### src/rtl/core/bmt_pkg.sv
package bmt_pkg;

   // Field widths of the request and response beats.
   localparam int unsigned SPEED_W = 16;
   localparam int unsigned KEY_W   = 16;
   localparam int unsigned SAMPLE_W = 32;
   localparam int unsigned COUNT_W = 16;
   localparam int unsigned INDEX_W = 4;
   localparam int unsigned SUM_W   = 48;
   localparam int unsigned MEAN_W  = 32;
   localparam int unsigned LIMIT_W = 16;
   localparam int unsigned REQ_DATA_W = 88;
   localparam int unsigned RSP_DATA_W = 48;

   // Shared divider: 48-bit dividend, 16-bit divisor, one quotient bit a cycle.
   localparam int unsigned DIV_W   = SUM_W;
   localparam int unsigned DSR_W   = 16;
   localparam int unsigned DIV_CNT_W = $clog2(DIV_W);

   // Register file.
   localparam int unsigned CSR_ADDR_W = 1;
   localparam logic [CSR_ADDR_W-1:0] CSR_SPEED_LIMIT = 1'b0;
   localparam logic [CSR_ADDR_W-1:0] CSR_KEY_LIMIT   = 1'b1;
   localparam logic [LIMIT_W-1:0] SPEED_LIMIT_RESET = 16'd8000;
   localparam logic [LIMIT_W-1:0] KEY_LIMIT_RESET   = 16'd25600;

   localparam logic [COUNT_W-1:0] COUNT_MAX = '1;

   typedef enum logic [1:0] {
      ACT_ADD    = 2'd0,
      ACT_QCOORD = 2'd1,
      ACT_QINDEX = 2'd2,
      ACT_FILL   = 2'd3
   } action_type;

   typedef enum logic [1:0] {
      DIV_ROW  = 2'd0,
      DIV_COL  = 2'd1,
      DIV_MEAN = 2'd2
   } div_sel_type;

   typedef struct packed {
      logic        load_req;
      logic        div_start;
      div_sel_type div_sel;
      logic        cap_row;
      logic        cap_col;
      logic        cap_idx;
      logic        mem_rd;
      logic        wr_add;
      logic        wr_fill;
      logic        wr_clear;
      logic        mark_miss;
      logic        load_rsp;
   } cmd_type;

   typedef struct packed {
      action_type action;
      logic       ranges_ok;
      logic       idx_ok;
      logic       div_done;
      logic       count_zero;
      logic       count_max;
      logic       sweep_last;
      logic       rsp_busy;
   } status_type;

endpackage

### src/rtl/core/bmt_ctrl.sv
module bmt_ctrl
   import bmt_pkg::*;
(
   input  logic       clock,
   input  logic       reset,
   input  logic       req_tvalid,
   output logic       req_tready,
   input  status_type status,
   output cmd_type    cmd
);

   typedef enum logic [9:0] {
      ST_CLEAR     = 10'b00_0000_0001,
      ST_IDLE      = 10'b00_0000_0010,
      ST_DISPATCH  = 10'b00_0000_0100,
      ST_ROW_WAIT  = 10'b00_0000_1000,
      ST_COL_WAIT  = 10'b00_0001_0000,
      ST_READ      = 10'b00_0010_0000,
      ST_DECIDE    = 10'b00_0100_0000,
      ST_MEAN_WAIT = 10'b00_1000_0000,
      ST_RESP      = 10'b01_0000_0000,
      ST_FILL      = 10'b10_0000_0000
   } state_type;

   state_type state_ff, state_in;

   always_comb begin
      state_in   = state_ff;
      cmd        = '0;
      cmd.div_sel = DIV_ROW;
      req_tready = 1'b0;
      unique case (state_ff)
         // Zero every bin after reset.
         ST_CLEAR: begin
            cmd.wr_clear = 1'b1;
            if (status.sweep_last) state_in = ST_IDLE;
         end
         ST_IDLE: begin
            req_tready = 1'b1;
            if (req_tvalid) begin
               cmd.load_req = 1'b1;
               state_in     = ST_DISPATCH;
            end
         end
         ST_DISPATCH: begin
            unique case (status.action)
               ACT_ADD, ACT_QCOORD: begin
                  if (status.ranges_ok) begin
                     cmd.div_start = 1'b1;
                     state_in      = ST_ROW_WAIT;
                  end else if (status.action == ACT_ADD) begin
                     state_in = ST_IDLE;
                  end else begin
                     cmd.mark_miss = 1'b1;
                     state_in      = ST_RESP;
                  end
               end
               ACT_QINDEX: begin
                  if (status.idx_ok) begin
                     cmd.cap_idx = 1'b1;
                     state_in    = ST_READ;
                  end else begin
                     cmd.mark_miss = 1'b1;
                     state_in      = ST_RESP;
                  end
               end
               default: state_in = ST_FILL;
            endcase
         end
         // Row bin found: start the column division at once.
         ST_ROW_WAIT: begin
            if (status.div_done) begin
               cmd.cap_row   = 1'b1;
               cmd.div_start = 1'b1;
               cmd.div_sel   = DIV_COL;
               state_in      = ST_COL_WAIT;
            end
         end
         ST_COL_WAIT: begin
            cmd.div_sel = DIV_COL;
            if (status.div_done) begin
               cmd.cap_col = 1'b1;
               state_in    = ST_READ;
            end
         end
         ST_READ: begin
            cmd.mem_rd = 1'b1;
            state_in   = ST_DECIDE;
         end
         ST_DECIDE: begin
            cmd.div_sel = DIV_MEAN;
            if (status.action == ACT_ADD) begin
               cmd.wr_add = !status.count_max;
               state_in   = ST_IDLE;
            end else if (status.count_zero) begin
               state_in = ST_RESP;
            end else begin
               cmd.div_start = 1'b1;
               state_in      = ST_MEAN_WAIT;
            end
         end
         ST_MEAN_WAIT: begin
            cmd.div_sel = DIV_MEAN;
            if (status.div_done) state_in = ST_RESP;
         end
         // Hold until the response register is free.
         ST_RESP: begin
            cmd.div_sel = DIV_MEAN;
            if (!status.rsp_busy) begin
               cmd.load_rsp = 1'b1;
               state_in     = ST_IDLE;
            end
         end
         ST_FILL: begin
            cmd.wr_fill = 1'b1;
            if (status.sweep_last) state_in = ST_IDLE;
         end
         default: state_in = ST_IDLE;
      endcase
   end

   always_ff @(posedge clock) begin
      if (reset) begin
         state_ff <= ST_CLEAR;
      end else begin
         state_ff <= state_in;
      end
   end

endmodule
### config.mk
export PLATFORM = sky130hd
export DESIGN_NAME = bmt_ctrl
export DESIGN_NICKNAME = d
export VERILOG_FILES = /design/src/rtl/core/bmt_pkg.sv /design/src/rtl/core/bmt_ctrl.sv
export SDC_FILE = /design/constraint.sdc
export NUM_CORES = 1
export LEC_CHECK = 0
export ABC_AREA = 1
export BUFFER_PORTS_ARGS = -buffer_cell sky130_fd_sc_hd__buf_2
export CORE_MARGIN = 3
export CORE_UTILIZATION = 25
export DETAILED_ROUTE_END_ITERATION = 10
export SETUP_SLACK_MARGIN = 0.3
export SLEW_MARGIN = 5
export SYNTH_ARGS = -nofsm -noshare
export SYNTH_HDL_FRONTEND = slang
export SYNTH_SLANG_ARGS = --single-unit
### constraint.sdc
create_clock -name clock -period 3.9 [get_ports clock]
set_clock_uncertainty 0.15 [all_clocks]
set_input_delay 0.39 -clock clock [delete_from_list [all_inputs] [get_ports clock]]
set_output_delay 0.39 -clock clock [all_outputs]
set_load 0.02 [all_outputs]
# Word level (Yosys, flattened, before mapping)
# Cells that the tools add are included.
# totals
ram_bits,0
latchBits,0
inputBits,12
n_memories,0
out_inout_bits,14
mem_bits_ro,0
wordCells,66
ff_bits,10
# op_classes
div_mod_pow,0
add_sub_neg,0
n_mux,41
magnitude_cmp,0
n_reduce_logical,6
mul,0
n_shift,0
bitwise,0
eq_ne,18
# op_table
cell,n
$pmux W10 S9,1
$mux W10,7
$mux W9,4
$mux W1,24
$pmux W10 S2,1
$eq A10 B1 Y1 const B,1
$eq A10 B10 Y1 const B,1
$eq A10 B2 Y1 const B,1
$eq A10 B3 Y1 const B,1
$eq A10 B4 Y1 const B,1
$eq A10 B5 Y1 const B,1
$eq A10 B6 Y1 const B,1
$eq A10 B7 Y1 const B,1
$eq A10 B8 Y1 const B,1
$eq A10 B9 Y1 const B,1
$ne A2 B2 Y1 const B,5
$pmux W2 S3,1
$reduce_and A6 Y1,1
$mux W4,1
$reduce_or A2 Y1,2
$pmux W1 S3,1
$reduce_or A3 Y1,1
$eq A2 B1 Y1 const B,1
$eq A2 B2 Y1 const B,1
other kinds (4),4

# Logic depth before layout (Yosys ltp)
# depth
depth_word,5
ltp_mapped,11
mapped_depth_nobuf,11

# Least setup slack after synthesis
# Ideal clock, no wire load.
# synth_timing
kind,register to output
start,reg state_ff[4]
end,out cmd[11] (netlist name)
t_arrival_ns,1.378
path_stages_with_launch,7
slack_ns,1.982
t_required_ns,3.360
path_buffers,0
cell_sequence,dfxtp_1 nor2_4 nand2_4 nor2_4 nand2_4 nor2_1 or3_1
# synth_rtl
element,line_no,rtl
"start, declared",bmt_ctrl.sv:25,"state_type state_ff, state_in;"
"start signal, assigned",bmt_ctrl.sv:126,state_ff <= state_in;
"end, declared",bmt_ctrl.sv:9,output cmd_type cmd

==> impl_metrics.yaml <==
clock_tree:
  cts_buffers: 3
  cts_setup_buffers: 0
  root_buffer: "clkbuf_8"
  cts_hold_buffers: 0
  cts_resized: 0
  clk_path_buf_depth: 2
  cts_tree: "done"
  cts.clk_slew.worst_paths_ns: 0.05
  cts.sinks: 10
  h-tree-depth: 1
  insertion_delay_ns: 0.23
cells_and_area:
  final_area_um2: 1230
  reg_top3: "state_ff (10)"
  largest_register: "state_ff"
  n_antenna_cell: 0
  final_nets: 205
  largest_reg_flops: 10
  layout-drive-gt1-share_pct: 30.7
  num-fill-cells: 437
  fin_cells: 240
  area_growth_pct: 24.4
worst_setup_path:
  cpMaxStageDelayCell: "dfxtp_1"
  critPathLaunchType: "register"
  cp_cell_sequence: "nor2_2 > nand2_2 > nor2_4 > nand2_2 > nor3_1 > or3_1 > buf_2"
  critPathMaxFanout: 5
  max_stage_delay_ns: 0.33
  cp-end-kind: "output port"
  setup.worst_path.class: "register to output port"
  cp_common_cell: "nand2_2"
  cp.arrival_ns: 1.62
  cp.required_ns: 3.36
timing:
  final.period_utilization_pct: 55.4
  max_slew.worst_pin.slew_ns: 0.296
  setup_viol: 0
  relSlewSlack_pct: 80.1
  min_period_ns: 2.16
  hold_viol_final: 0
  clock.fmax_mhz: 463
  finalMaxSlewViolations: 0
  grt_setup_unrepaired: "no"
  fin_tns_setup_ns: 0
  fin_ws_ns: 1.74
power_and_ir_drop:
  peakVddDrop_uv: 276
  p_per_area_nw_per_um2: 824
  p_switching_mw: 0.549
  clkPwrFrac_pct: 12.7
  switching_share_pct: 54.3
  combPwrFrac_pct: 68.7
  p_leak_nw: 0.757
  p_int_mw: 0.461
  sequentialPowerShare_pct: 18.6
  power.total_mw: 1.01
synthesis:
  async_reset_ff_share_pct: 0
  netlist_top_cells_area: "dfxtp_1 (20%), nand2_1 (13%), nor2_1 (12%)"
  yosysSeqAreaShare_pct: 20.3
  yosysWarnings: 0
  synth_edf_count: 0
  synth_commonest_cells: "nand2_1 (34), nor2_1 (32), inv_1 (30)"
  post-synth-top-count-cell: "nand2_1"
  avgSynthCellArea_um2: 6.05
  synth_nets: 175
  synth_top_area_share_pct: 20.3
  synth_top_area_cell: "dfxtp_1"
  synth.distinct_cells: 21
  synth_seq_cells: 10
  synthesis.area_um2: 986
  synth_cells: 163
  yosys_most_used_dff: "dfxtp_1"
place:
  io_buffers: 25
  gp_congestion: 0.831
  post-place-ws_ns: 1.97
  hpwl_um: 2200
  post_dp_cell_area_um2: 1170
  placed_cells: 236
floorplanning:
  initial_core_util_pct: 26.3
  num_io_pins: 26
  core_area_um2: 3740
  die_w_um: 68.8
  rows: 22
  die_y_um: 68.8
  die_area_um2: 4730
detailed_routing:
  route.detailed.drc: 0
  via_count: 1013
  final_antenna_net_count: 0
  drt_first_iter_violations: 30
  first_pass_iters: 4
  wl_per_cell_um: 10.7
  drt_wl_total_um: 2570
  routed_via_density: 4.22
grt:
  grt_pass1_wl_um: 4220
  grt_start_max_net_pins: 11
  grt-ovfl-total: 0
  grt_pass1_vias: 936
  antenna_found_initial: 0
  track_usage_pct: 12.1
outcome:
  outcome: "completed"
job:
  drv_cap: 0
worst_hold_path:
  hold_path.class: "input pin to register"
[metrics by stage]
stage	util, %	hold WS [ns]
5_1_grt	32.8	0.384
2_1_floorplan	-	0.335
4_1_cts	32.8	0.348
3_5_place_dp	31.3	0.355
3_3_place_gp	31.3	0.351
6_report	32.8	0.356
[cell families (layout without fill, tap and decap cells)]
kind of cell	Yosys count	after routing	synth area share (%)
AND/OR/NAND/NOR	110	110	61.3
AO/OA/AOI/OAI	10	10	5.84
flip-flops	10	10	20.3
buffers and inverters	33	62	12.6
[worst max-delay path, delay by kind of cell, from the launching register on]
kind                   cells  cell delay, ns
DFF                        1            0.33
and+or+nand+nor            6            0.89
buffers and inverters      1            0.15
[path summary, 6_finish.rpt]
check | start | to | slack, ns | cells past startpoint
min | status[3] | state_ff[7] | 0.36 | 4
max | state_ff[8] | cmd[11] | 1.74 | 7
max reg2reg | state_ff[4] | state_ff[1] | 2.28 | 10
min reg2reg | state_ff[0] | state_ff[0] | 0.36 | 2
[layer usage]
metal	global-route usage [%]	wire, um	vias up
met5	0	0	-
met4	4.87	45	0
met3	1.62	144	6
met2	18.8	1130	31
met1	16.6	1240	427
li1	-	-	549
[power groups by stage]
stage / clock [mW] / sequential, mW / combinational [mW]
2_1_floorplan: 0 / 0.180 / 0.556
3_3_place_gp: 0 / 0.187 / 0.703
3_5_place_dp: 0 / 0.189 / 0.696
4_1_cts: 0.133 / 0.187 / 0.698
5_1_grt: 0.135 / 0.194 / 0.785
6_report: 0.128 / 0.188 / 0.694
[layout by cell type (no fill, tap or decap)]
cell	count
o211ai_1	1
nand2_4	6
o21ai_0	7
nand2_1	34
inv_2	2
nand3_1	11
o21bai_1	2
dfxtp_1	10
buf_2	25
inv_1	30
or3_1	1
nor2_2	6
nand3_4	2
nor2_1	32
nand4_1	1
nand3_2	1
clkbuf_8	4
clkinv_1	1
nor3b_2	1
nor2_4	7
nand2_2	5
and2_1	1
nor3_1	2
[layout make-up]
class	instances	area, um2	share of cell area, %
sequential	10	200	16.3
inverter	33	124	10.1
tap	48	60.1	4.90
clock buffer	4	55.1	4.49
timing repair buffer	25	125	10.2
multi-input combinational	120	662	54.0
Power figures use the tool's default switching activity.
